## src/rtl/mwf_pkg.sv

```systemverilog
// ----------------------------------------------------------------------------
// mwf_pkg
// Shared constants and types for the motionless window finder.
// ----------------------------------------------------------------------------
`default_nettype none

package mwf_pkg;

  // Frames at the start of a track that the search covers.
  localparam int unsigned SEARCH_FRAMES = 150;
  // Width of one coordinate sample, two's complement millimetres.
  localparam int unsigned SAMPLE_BITS   = 16;

  // Counters, window length and result fields.
  localparam int unsigned COUNT_W = 8;
  // Accumulated window cost, saturating.
  localparam int unsigned COST_W  = 32;

  // Cost charged for a step of exactly zero.
  localparam int unsigned ZERO_PENALTY = 100000;
  localparam int unsigned PENALTY_W    = $clog2(ZERO_PENALTY + 1);

  // One step cost: wide enough for |a - b| and for the zero-step penalty.
  localparam int unsigned STEP_W = (SAMPLE_BITS + 1 > PENALTY_W) ? SAMPLE_BITS + 1 : PENALTY_W;

  // Product of window index and window length, plus one more length.
  localparam int unsigned SPAN_W = 2 * COUNT_W + 1;

  // Window length after reset.
  localparam logic [COUNT_W-1:0] LENGTH_RESET = COUNT_W'(30);

  typedef logic signed [SAMPLE_BITS-1:0] sample_t;
  typedef logic        [COUNT_W-1:0]     count_t;
  typedef logic        [COST_W-1:0]      cost_t;

  // One accepted input beat.
  typedef struct packed {
    sample_t sample;
    logic    last;
  } item_t;

  // One result beat.
  typedef struct packed {
    count_t still_frame;
    count_t windows_seen;
  } result_t;

endpackage

`default_nettype wire

```

## src/rtl/mwf_item_if.sv

```systemverilog
// ----------------------------------------------------------------------------
// mwf_item_if
// Input channel: one coordinate sample per beat with an end-of-track mark.
// ----------------------------------------------------------------------------
`default_nettype none

interface mwf_item_if;
  import mwf_pkg::*;

  logic    valid;
  logic    ready;
  sample_t sample;
  logic    last;

  modport source (output valid, output sample, output last, input ready);
  modport sink   (input valid, input sample, input last, output ready);
endinterface

`default_nettype wire

```

## src/rtl/mwf_result_if.sv

```systemverilog
// ----------------------------------------------------------------------------
// mwf_result_if
// Result channel: start frame of the stillest window and the window count.
// ----------------------------------------------------------------------------
`default_nettype none

interface mwf_result_if;
  import mwf_pkg::*;

  logic   valid;
  logic   ready;
  count_t still_frame;
  count_t windows_seen;

  modport source (output valid, output still_frame, output windows_seen, input ready);
  modport sink   (input valid, input still_frame, input windows_seen, output ready);
endinterface

`default_nettype wire

```

## src/rtl/mwf_cfg_if.sv

```systemverilog
// ----------------------------------------------------------------------------
// mwf_cfg_if
// Configuration write channel carrying the window length.
// ----------------------------------------------------------------------------
`default_nettype none

interface mwf_cfg_if;
  import mwf_pkg::*;

  logic   valid;
  logic   ready;
  count_t data;

  modport source (output valid, output data, input ready);
  modport sink   (input valid, input data, output ready);
endinterface

`default_nettype wire

```

## src/rtl/mwf_in_stage.sv

```systemverilog
// ----------------------------------------------------------------------------
// mwf_in_stage
// Input register: holds one sample beat until the window core takes it.
// ----------------------------------------------------------------------------
`default_nettype none

module mwf_in_stage (
  input  wire logic          clk,
  input  wire logic          rst,
  mwf_item_if.sink           item,
  output mwf_pkg::item_t     held,
  output logic               held_valid,
  input  wire logic          take
);
  import mwf_pkg::*;

  // Refill in the same cycle the core drains the register.
  assign item.ready = !held_valid || take;

  always_ff @(posedge clk) begin
    if (rst) begin
      held_valid <= 1'b0;
    end else if (item.ready) begin
      held_valid <= item.valid;
    end
  end

  // Payload, no reset.
  always_ff @(posedge clk) begin
    if (item.valid && item.ready) begin
      held.sample <= item.sample;
      held.last   <= item.last;
    end
  end

endmodule

`default_nettype wire

```

## src/rtl/mwf_core.sv

```systemverilog
// ----------------------------------------------------------------------------
// mwf_core
// Window state update for one beat and the result register.
// ----------------------------------------------------------------------------
`default_nettype none

module mwf_core (
  input  wire logic           clk,
  input  wire logic           rst,
  input  wire mwf_pkg::count_t window_length,
  input  wire mwf_pkg::item_t  held,
  input  wire logic           held_valid,
  output logic                take,
  mwf_result_if.source        result
);
  import mwf_pkg::*;

  // Stream state
  sample_t previous_sample;
  count_t  position_in_window;
  count_t  window_index;
  cost_t   running_cost;
  cost_t   best_cost;
  count_t  best_window;

  sample_t previous_sample_next;
  count_t  position_in_window_next;
  count_t  window_index_next;
  cost_t   running_cost_next;
  cost_t   best_cost_next;
  count_t  best_window_next;

  // Result register
  logic    out_valid;
  result_t out_data;

  logic [2*COUNT_W-1:0]  window_start;
  logic [2*COUNT_W-1:0]  best_start;
  logic [SPAN_W-1:0]     span_end;
  logic                  in_span;
  logic signed [SAMPLE_BITS:0] diff;
  logic [STEP_W-1:0]     mag;
  logic [STEP_W-1:0]     step_cost;
  logic [COST_W:0]       cost_sum;
  cost_t                 cost_now;
  logic                  window_done;
  logic                  take_best;
  result_t               out_data_next;

  // Stall only when a result is due and the result register is still full.
  assign take = held_valid && (!held.last || !out_valid || result.ready);

  // Window fits in the search span when (index + 1) * length <= span.
  assign window_start = COUNT_W'(window_index) * COUNT_W'(window_length);
  assign best_start   = COUNT_W'(best_window) * COUNT_W'(window_length);
  assign span_end     = SPAN_W'(window_start) + SPAN_W'(window_length);
  assign in_span      = (window_length != '0) && (span_end <= SPAN_W'(SEARCH_FRAMES));

  // Step cost: absolute difference, zero step charged the penalty.
  assign diff      = (SAMPLE_BITS+1)'(previous_sample) - (SAMPLE_BITS+1)'(held.sample);
  assign mag       = diff[SAMPLE_BITS] ? STEP_W'(-diff) : STEP_W'(diff);
  assign step_cost = (mag == '0) ? STEP_W'(ZERO_PENALTY) : mag;

  // Saturating accumulate; first frame of a window starts from zero.
  assign cost_sum = (COST_W+1)'(running_cost) + (COST_W+1)'(step_cost);
  always_comb begin
    if (position_in_window == '0) begin
      cost_now = '0;
    end else if (cost_sum[COST_W]) begin
      cost_now = '1;
    end else begin
      cost_now = cost_sum[COST_W-1:0];
    end
  end

  assign window_done = ((COUNT_W+1)'(position_in_window) + (COUNT_W+1)'(1))
                       >= (COUNT_W+1)'(window_length);
  assign take_best   = in_span && window_done
                       && ((window_index == '0) || (cost_now < best_cost));

  // Next stream state
  always_comb begin
    previous_sample_next    = previous_sample;
    position_in_window_next = position_in_window;
    window_index_next       = window_index;
    running_cost_next       = running_cost;
    best_cost_next          = best_cost;
    best_window_next        = best_window;
    if (in_span) begin
      previous_sample_next = held.sample;
      running_cost_next    = cost_now;
      if (window_done) begin
        window_index_next       = window_index + COUNT_W'(1);
        position_in_window_next = '0;
      end else begin
        position_in_window_next = position_in_window + COUNT_W'(1);
      end
      if (take_best) begin
        best_cost_next   = cost_now;
        best_window_next = window_index;
      end
    end
  end

  // Result fields from the updated state
  always_comb begin
    out_data_next.windows_seen = window_index_next;
    if (window_index_next == '0) begin
      out_data_next.still_frame = '0;
    end else if (take_best) begin
      out_data_next.still_frame = window_start[COUNT_W-1:0];
    end else begin
      out_data_next.still_frame = best_start[COUNT_W-1:0];
    end
  end

  // State registers; end of track clears the stream
  always_ff @(posedge clk) begin
    if (rst || (take && held.last)) begin
      previous_sample    <= '0;
      position_in_window <= '0;
      window_index       <= '0;
      running_cost       <= '0;
      best_cost          <= '0;
      best_window        <= '0;
    end else if (take) begin
      previous_sample    <= previous_sample_next;
      position_in_window <= position_in_window_next;
      window_index       <= window_index_next;
      running_cost       <= running_cost_next;
      best_cost          <= best_cost_next;
      best_window        <= best_window_next;
    end
  end

  // Result register
  always_ff @(posedge clk) begin
    if (rst) begin
      out_valid <= 1'b0;
    end else if (take && held.last) begin
      out_valid <= 1'b1;
    end else if (result.ready) begin
      out_valid <= 1'b0;
    end
  end

  always_ff @(posedge clk) begin
    if (take && held.last) begin
      out_data <= out_data_next;
    end
  end

  assign result.valid        = out_valid;
  assign result.still_frame  = out_data.still_frame;
  assign result.windows_seen = out_data.windows_seen;

endmodule

`default_nettype wire

```

## src/rtl/motionless_window_finder.sv

```systemverilog
// ----------------------------------------------------------------------------
// motionless_window_finder
// Finds the stillest fixed-length window at the start of a joint track.
// ----------------------------------------------------------------------------
// Usage:
//   item   : one signed sample per beat; last marks the final frame.
//   result : one beat per track, sent for the beat with last set:
//            still_frame (start frame of the lowest-cost window, 0 when no
//            window completed) and windows_seen.
//   cfg    : writes the window length (frames); always ready. It is to be
//            written only while no beat is in flight; the block itself does
//            not enforce this.
// Throughput: one sample beat per cycle while no last beat waits on a full
//   result register. Each beat passes the input register and one update of
//   the window state (abs difference, saturating 32-bit add, cost compare,
//   8x8 index times length products) into the state and result registers.
// Reset: window length returns to 30, stream state and both registers clear.
// Stall: while a result waits, non-last beats still flow; a second last beat
//   holds in the input register until the result is taken.
// ----------------------------------------------------------------------------
`default_nettype none

module motionless_window_finder (
  input  wire logic    clk,
  input  wire logic    rst,
  mwf_cfg_if.sink      cfg,
  mwf_item_if.sink     item,
  mwf_result_if.source result
);
  import mwf_pkg::*;

  count_t window_length;
  item_t  held;
  logic   held_valid;
  logic   take;

  // Window length register
  assign cfg.ready = 1'b1;

  always_ff @(posedge clk) begin
    if (rst) begin
      window_length <= LENGTH_RESET;
    end else if (cfg.valid) begin
      window_length <= cfg.data;
    end
  end

  mwf_in_stage u_in_stage (
    .clk        (clk),
    .rst        (rst),
    .item       (item),
    .held       (held),
    .held_valid (held_valid),
    .take       (take)
  );

  mwf_core u_core (
    .clk           (clk),
    .rst           (rst),
    .window_length (window_length),
    .held          (held),
    .held_valid    (held_valid),
    .take          (take),
    .result        (result)
  );

endmodule

`default_nettype wire

```

## src/flat_wrapper.sv

```systemverilog
// flat-port wrapper written by rule: the top's interface ports become plain ports
module motionless_window_finder_flat import mwf_pkg::*;
  (clk, rst, cfg_valid, cfg_data, cfg_ready, item_valid, item_sample, item_last, item_ready, result_valid, result_still_frame, result_windows_seen, result_ready);
  mwf_cfg_if cfg_i ();
  mwf_item_if item_i ();
  mwf_result_if result_i ();
  input  wire logic clk;
  input  wire logic rst;
  input wire logic [$bits(cfg_i.valid)-1:0] cfg_valid;
  input wire logic [$bits(cfg_i.data)-1:0] cfg_data;
  output wire logic [$bits(cfg_i.ready)-1:0] cfg_ready;
  input wire logic [$bits(item_i.valid)-1:0] item_valid;
  input wire logic [$bits(item_i.sample)-1:0] item_sample;
  input wire logic [$bits(item_i.last)-1:0] item_last;
  output wire logic [$bits(item_i.ready)-1:0] item_ready;
  output wire logic [$bits(result_i.valid)-1:0] result_valid;
  output wire logic [$bits(result_i.still_frame)-1:0] result_still_frame;
  output wire logic [$bits(result_i.windows_seen)-1:0] result_windows_seen;
  input wire logic [$bits(result_i.ready)-1:0] result_ready;
  assign cfg_i.valid = cfg_valid;
  assign cfg_i.data = cfg_data;
  assign cfg_ready = cfg_i.ready;
  assign item_i.valid = item_valid;
  assign item_i.sample = item_sample;
  assign item_i.last = item_last;
  assign item_ready = item_i.ready;
  assign result_valid = result_i.valid;
  assign result_still_frame = result_i.still_frame;
  assign result_windows_seen = result_i.windows_seen;
  assign result_i.ready = result_ready;
  motionless_window_finder u_core (.clk(clk), .rst(rst), .cfg(cfg_i), .item(item_i), .result(result_i));
endmodule
```

## config.mk

```make
export PLATFORM = sky130hd
export DESIGN_NAME = motionless_window_finder_flat
export DESIGN_NICKNAME = d
export VERILOG_FILES = /design/src/rtl/mwf_pkg.sv /design/src/rtl/mwf_item_if.sv /design/src/rtl/mwf_result_if.sv /design/src/rtl/mwf_cfg_if.sv /design/src/rtl/mwf_in_stage.sv /design/src/rtl/mwf_core.sv /design/src/rtl/motionless_window_finder.sv /design/src/flat_wrapper.sv
export SDC_FILE = /design/constraint.sdc
export NUM_CORES = 1
export LEC_CHECK = 0
export ABC_AREA = 1
export BUFFER_PORTS_ARGS = -buffer_cell sky130_fd_sc_hd__buf_2
export CELL_PAD_IN_SITES_DETAIL_PLACEMENT = 1
export CELL_PAD_IN_SITES_GLOBAL_PLACEMENT = 2
export CORE_MARGIN = 1
export CORE_UTILIZATION = 39
export DETAILED_ROUTE_END_ITERATION = 7
export PLACE_DENSITY = 0.88
export SYNTH_ARGS = -nofsm -noshare
export SYNTH_HDL_FRONTEND = slang
export SYNTH_HIERARCHICAL = 1
export SYNTH_SLANG_ARGS = --single-unit
export TNS_END_PERCENT = 10
```

## constraint.sdc

```tcl
create_clock -name clk -period 20.8 [get_ports clk]
set_input_delay 3.12 -clock clk [delete_from_list [all_inputs] [get_ports clk]]
set_output_delay 3.12 -clock clk [all_outputs]
set_load 0.03 [all_outputs]
```

# Yosys cells after proc, flatten, opt, wreduce, memory -nomap -nowiden
# Cells that the tools add are included.
dict set report word_totals {
  ff_bits 147
  in_bits 30
  out_inout_bits 19
  elab_cells 57
}
dict set report op_classes {
  add_sub_neg 7
  mul 2
  n_lt_le_gt_ge 3
  muxes 10
  n_reduce_logical 22
}
# operator count
set ops {}
lappend ops {{32-bit two-way mux} 2}
lappend ops {{17-bit two-way mux} 2}
lappend ops {{32-bit by 17-bit adder with 33-bit output} 1}
lappend ops {{32-bit < comparator} 1}
lappend ops {{8-bit two-way mux} 4}
lappend ops {{8-bit zero test} 3}
lappend ops {{16-bit by 8-bit adder with 17-bit output} 1}
lappend ops {{17-bit by 8-bit less-or-equal comparator with 1-bit output, second input constant} 1}
lappend ops {{17-bit zero test} 1}
lappend ops {{17-bit negation} 1}
lappend ops {{16-bit by 16-bit subtractor with 17-bit output} 1}
lappend ops {{8-bit by 1-bit adder with 8-bit output, second input constant} 2}
lappend ops {{8-bit by 8-bit multiplier with 16-bit output} 1}
lappend ops {{8-bit by 1-bit adder with 9-bit output, second input constant} 1}
lappend ops {{9-bit by 8-bit >= comparator with 1-bit output} 1}
lappend ops {{8-bit by 8-bit multiplier with 8-bit output} 1}
lappend ops {{8-bit nonzero test} 1}
lappend ops {{1-bit logical AND} 6}
lappend ops {{1-bit logical OR} 5}
lappend ops {{1-bit zero test} 3}
lappend ops {{3-bit AND reduction} 1}
lappend ops {{1-bit two-way mux} 2}
lappend ops {{2-bit AND reduction} 1}
lappend ops {{2-bit nonzero test} 1}

# Logic depth before layout (Yosys ltp)
dict set report depth {
  ltp_word 12
  depth_mapped 54
}

# Modules after synthesis
# Netlist, hierarchy kept.
# module instances cells_per_inst area_each_um2 seq_area_each_um2
set modules_own_cells {}
lappend modules_own_cells {mwf_core 1 1919 12654.6 2582.5}
lappend modules_own_cells {mwf_in_stage 1 23 558.0 530.5}
lappend modules_own_cells {motionless_window_finder 1 45 315.3 160.2}

# Least setup slack after synthesis
# Ideal clock, no wire load.
dict set report synth_timing {
  path_kind {input-to-output}
  from {in result_ready}
  to {out item_ready}
  arrival_ps 3964
  t_required_ps 17680
  slack_ps 13716
  path_stages 7
  path_buffers 1
  cell_sequence {nor2_1 nand2_1 nand2_1 inv_1 clkbuf_1 inv_2 nand2_2}
}
dict set report synth_via {
  elab_chain_cells 3
}
# item line_no
set synth_lines {}
lappend synth_lines {{start: declaration} flat_wrapper.sv:19} ;# input wire logic [$bits(result_i.ready)-1:0] result_ready;
lappend synth_lines {{1-bit logical OR} mwf_core.sv:51} ;# assign take = held_valid && (!held.last || !out_valid || result.ready);
lappend synth_lines {{1-bit logical AND} mwf_core.sv:51}
lappend synth_lines {{net u_core.take} motionless_window_finder.sv:35} ;# logic take;
lappend synth_lines {{1-bit logical OR} mwf_in_stage.sv:18} ;# assign item.ready = !held_valid || take;
lappend synth_lines {{end: declaration} flat_wrapper.sv:15} ;# output wire logic [$bits(item_i.ready)-1:0] item_ready;
# The timed path passes the listed nets, and every way through them passes these cells.

# Worst setup path after layout
dict set report layout_timing {
  from {reg u_core/u_in_stage/held[1] (netlist name)}
  to {reg u_core.u_core.best_cost[13]}
}
dict set report layout_via {
  elab_chain_cells 12
}
# item line_no
set layout_lines {}
lappend layout_lines {{16-bit by 16-bit subtractor with 17-bit output *} mwf_core.sv:60} ;# assign diff = (SAMPLE_BITS+1)'(previous_sample) - (SAMPLE_BITS+1)'(held.sample);
lappend layout_lines {{17-bit negation} mwf_core.sv:61} ;# assign mag = diff[SAMPLE_BITS] ? STEP_W'(-diff) : STEP_W'(diff);
lappend layout_lines {{17-bit two-way mux *} mwf_core.sv:61}
lappend layout_lines {{17-bit zero test} mwf_core.sv:62} ;# assign step_cost = (mag == '0) ? STEP_W'(ZERO_PENALTY) : mag;
lappend layout_lines {{17-bit two-way mux *} mwf_core.sv:62}
lappend layout_lines {{32-bit by 17-bit adder with 33-bit output *} mwf_core.sv:65} ;# assign cost_sum = (COST_W+1)'(running_cost) + (COST_W+1)'(step_cost);
lappend layout_lines {{32-bit two-way mux *} mwf_core.sv:69} ;# end else if (cost_sum[COST_W]) begin
lappend layout_lines {{32-bit two-way mux *} mwf_core.sv:67} ;# if (position_in_window == '0) begin
lappend layout_lines {{net u_core.u_core.cost_now[25]} mwf_core.sv:45} ;# cost_t cost_now;
lappend layout_lines {{32-bit < comparator *} mwf_core.sv:79} ;# && ((window_index == '0) || (cost_now < best_cost));
lappend layout_lines {{1-bit logical OR *} mwf_core.sv:79}
lappend layout_lines {{1-bit logical AND *} mwf_core.sv:79}
lappend layout_lines {{3-bit AND reduction (no source line) *} --}
lappend layout_lines {{end signal: assignment} mwf_core.sv:131} ;# best_cost <= best_cost_next;
lappend layout_lines {{end: declaration} mwf_core.sv:23} ;# cost_t best_cost;
# Mark *: on every way through the listed nets, which the timed path passes. The rest lies on a longest branch.
# A chain may end at the register's enable or synchronous reset.

==> flow_metrics.py <==
metrics = {
    "global_routing": {
        "grt_max_degree": 87,
        "overflow": 0,
        "use_met1": 0.299,
        "grt_pass1_vias": 12900,
        "busiest_layer": "met2",
        "met2_usage": 0.382,
        "grt_pass1_wl_um": 64300,
        "antenna_found_initial": 0,
        "grtUsageMet3": 0.0281,
        "track_usage": 0.225,
    },
    "cells_and_area": {
        "drive_above_1_share": 0.0755,
        "syn2layout_area_growth_pct": 8.89,
        "antenna_cells": 0,
        "fin_nets": 2218,
        "final_cells": 2462,
        "finalInstanceArea_um2": 14700,
    },
    "timing": {
        "skew_ns": 0.0136,
        "slew_headroom": 0.321,
        "tightestPinTransition_ns": 1.02,
        "setup_violations": 0,
        "fmax_ghz": 0.108,
        "setup-tns-final_ns": 0,
        "hold_viol": 0,
        "finalCriticalPeriod_ns": 9.25,
        "post-route-period-util": 0.445,
        "rsz0062_at_grt": "no",
        "drv_slew": 0,
    },
    "outcome": {
        "status": "complete, no violations",
    },
    "drt": {
        "first_pass_iters": 5,
        "viasPerCell": 5.06,
        "drtIter0Drc": 539,
        "routed_wl_um": 38300,
        "drtAntennaViolNets": 0,
        "wl_per_cell_um": 15.5,
        "drc": 0,
        "dr_total_vias": 12400,
    },
    "synth": {
        "yosysSeqAreaShare": 0.242,
        "synth_top_cell_by_area": "dfxtp_1",
        "yosys_warnings": 6,
        "async_reset_ff_frac": 0,
        "synth_nets": 2204,
        "synth_edf_count": 33,
        "avgSynthCellArea_um2": 6.81,
        "ys.flop_type": "dfxtp_1",
        "yosys-top-cells-area": "dfxtp_1, nand2_1, ha_1",
        "synth_area_um2": 13500,
        "yosys_register_bits": 147,
        "synth_top_area_frac": 0.169,
        "postSynthCellCount": 1987,
        "synth.distinct_cells": 55,
    },
    "floorplanning": {
        "die_y_um": 188,
        "die_w_um": 188,
        "num_rows": 67,
        "start_util": 0.399,
        "core_area_um2": 33900,
        "dieArea_um2": 35400,
        "ioPinCount": 49,
    },
    "cts": {
        "cts_tree": "done",
        "cts_setup_buffers": 0,
        "cts.repair.resized": 0,
        "clkTransAtPathRegs_ns": 0.07,
        "cts_num_sinks": 147,
        "htreeDepth": 4,
        "cts_buffers": 17,
        "insertion_delay_ns": 0.45,
        "cts_hold_buf": 0,
        "clock_path_buffers": 2,
        "root_buffer": "clkbuf_16",
    },
    "power": {
        "power_density_nw_per_um2": 86.8,
        "p_leak_nw": 8.33,
        "ir_drop_uv": 62.7,
    },
    "placement": {
        "dpl_cell_area_um2": 14100,
        "numPortBuffers": 47,
        "place_inst": 2430,
        "gp_congestion": 0.802,
        "dp_hpwl_um": 29500,
    },
    "setup_path": {
        "cp_common_cell": "nand2_1",
        "max_stage_delay_ns": 0.65,
        "slowest_stage": "nor4_1",
        "worstSetupEndpointType": "flop",
        "worstPathRequired_ns": 21.14,
        "start_kind": "flop",
        "setup.worst_path.class": "reg2reg",
        "critPathArrivalTime_ns": 9.59,
        "cp_max_fo": 77,
    },
    "flow_run": {
        "drv_cap": 0,
    },
    "min_path": {
        "worstHoldPathType": "reg2reg",
    },
}
[path summary, 6_finish.rpt]
check             cells past startpoint  slack [ns]                             start                               end
setup / recovery                     46       11.55         u_core/u_in_stage/held[1]       u_core/u_core/best_cost[13]
hold / removal                        2        0.48  u_core/u_core/previous_sample[0]  u_core/u_core/previous_sample[0]
setup reg to reg                     46       11.55         u_core/u_in_stage/held[1]       u_core/u_core/best_cost[13]
hold reg to reg                       2        0.48  u_core/u_core/previous_sample[0]  u_core/u_core/previous_sample[0]
[where the power goes]
part           switching (mW)  leakage (nW)  internal, mW
Clock                   0.148         0.299         0.183
Sequential             0.0222          1.24         0.314
Combinational           0.410          6.79         0.201
Total                   0.580          8.33         0.699
[sequential cells by signal (all words and copies together), names as in the netlist, 16 cells and up]
signal / flops
u_core/u_core/best_cost: 32
u_core/u_core/previous_sample: 16
u_core/u_core/running_cost: 32
u_core/u_in_stage/held: 17
[metal layers]
layer / routed length (um) / up-vias / part of all wire
met5: 0 / - / 0
met4: 727 / 0 / 0.019
met3: 872 / 34 / 0.023
met2: 18000 / 125 / 0.47
met1: 18700 / 6015 / 0.49
li1: - / 6272 / -
[logic make-up (layout without fill, tap and decap cells)]
kind of cell / Yosys count / after routing / share of synthesized area
xor gates and xnor gates: 67 / 67 / 0.0439
buffers and inverters: 439 / 466 / 0.125
AOI/OAI and AO/OA: 282 / 282 / 0.116
other: 1 / 1 / 0.000277
DFF: 147 / 147 / 0.242
adders and majority gates: 187 / 187 / 0.201
and+or+nand+nor: 864 / 864 / 0.271
[stage by stage]
stage,power [mW],hold slack [ns],utilization,worst slack [ns]
after floorplan,0.790,0.443,-,13.72
after global placement,0.943,0.473,0.417,11.86
after detailed placement,0.956,0.466,0.417,11.50
after CTS,1.30,0.479,0.435,11.47
after global routing,1.39,0.508,0.435,10.50
final,1.28,0.482,0.435,11.55
[cell usage after synthesis (5+ instances only)]
| library cell | count |
|---|---|
| nor2_1 | 163 |
| o21ai_0 | 99 |
| a21oi_1 | 127 |
| nand2_1 | 500 |
| o21bai_1 | 5 |
| nor3_1 | 23 |
| dfxtp_1 | 114 |
| nand3_1 | 91 |
| fa_1 | 51 |
| ha_1 | 136 |
| nor2_2 | 8 |
| inv_1 | 369 |
| nand3_2 | 5 |
| a31oi_1 | 5 |
| a21oi_2 | 8 |
| edfxtp_1 | 33 |
| xor2_1 | 41 |
| a211oi_1 | 17 |
| nor4_1 | 7 |
| xnor2_1 | 25 |
| buf_2 | 13 |
| nand4_1 | 30 |
| nand2_2 | 19 |
| inv_2 | 6 |
| clkbuf_1 | 39 |
[cells in the final DEF (no fill, tap or decap), types with 25 or more instances in the layout]
| cell type | instances |
|---|---|
| ha_1 | 136 |
| buf_2 | 47 |
| xor2_1 | 41 |
| xnor2_1 | 25 |
| o21ai_0 | 99 |
| inv_1 | 368 |
| nor2_1 | 163 |
| edfxtp_1 | 33 |
| nand4_1 | 30 |
| nand3_1 | 91 |
| dfxtp_1 | 114 |
| nand2_1 | 500 |
| a21oi_1 | 126 |
| fa_1 | 51 |
[worst max-delay path, delay by kind of cell (launching register included)]
family	cells	cell delay (ns)
AND/OR/NAND/NOR	28	4.38
adder cells (fa/ha/maj)	5	1.57
buffers and inverters	7	1.54
AO/OA/AOI/OAI	5	0.99
flip-flops	1	0.40
XOR/XNOR	1	0.23
[area by class of cell]
type / count / area, um^2
fillers: 4482 / 19100
clock buffers: 17 / 425
inverters: 378 / 1420
well taps: 448 / 561
clock inverters: 15 / 185
multi-input cells: 1401 / 8560
repair buffers: 56 / 303
flip-flops and latches: 147 / 3270
Note: power is estimated with default switching activity, not from simulation.
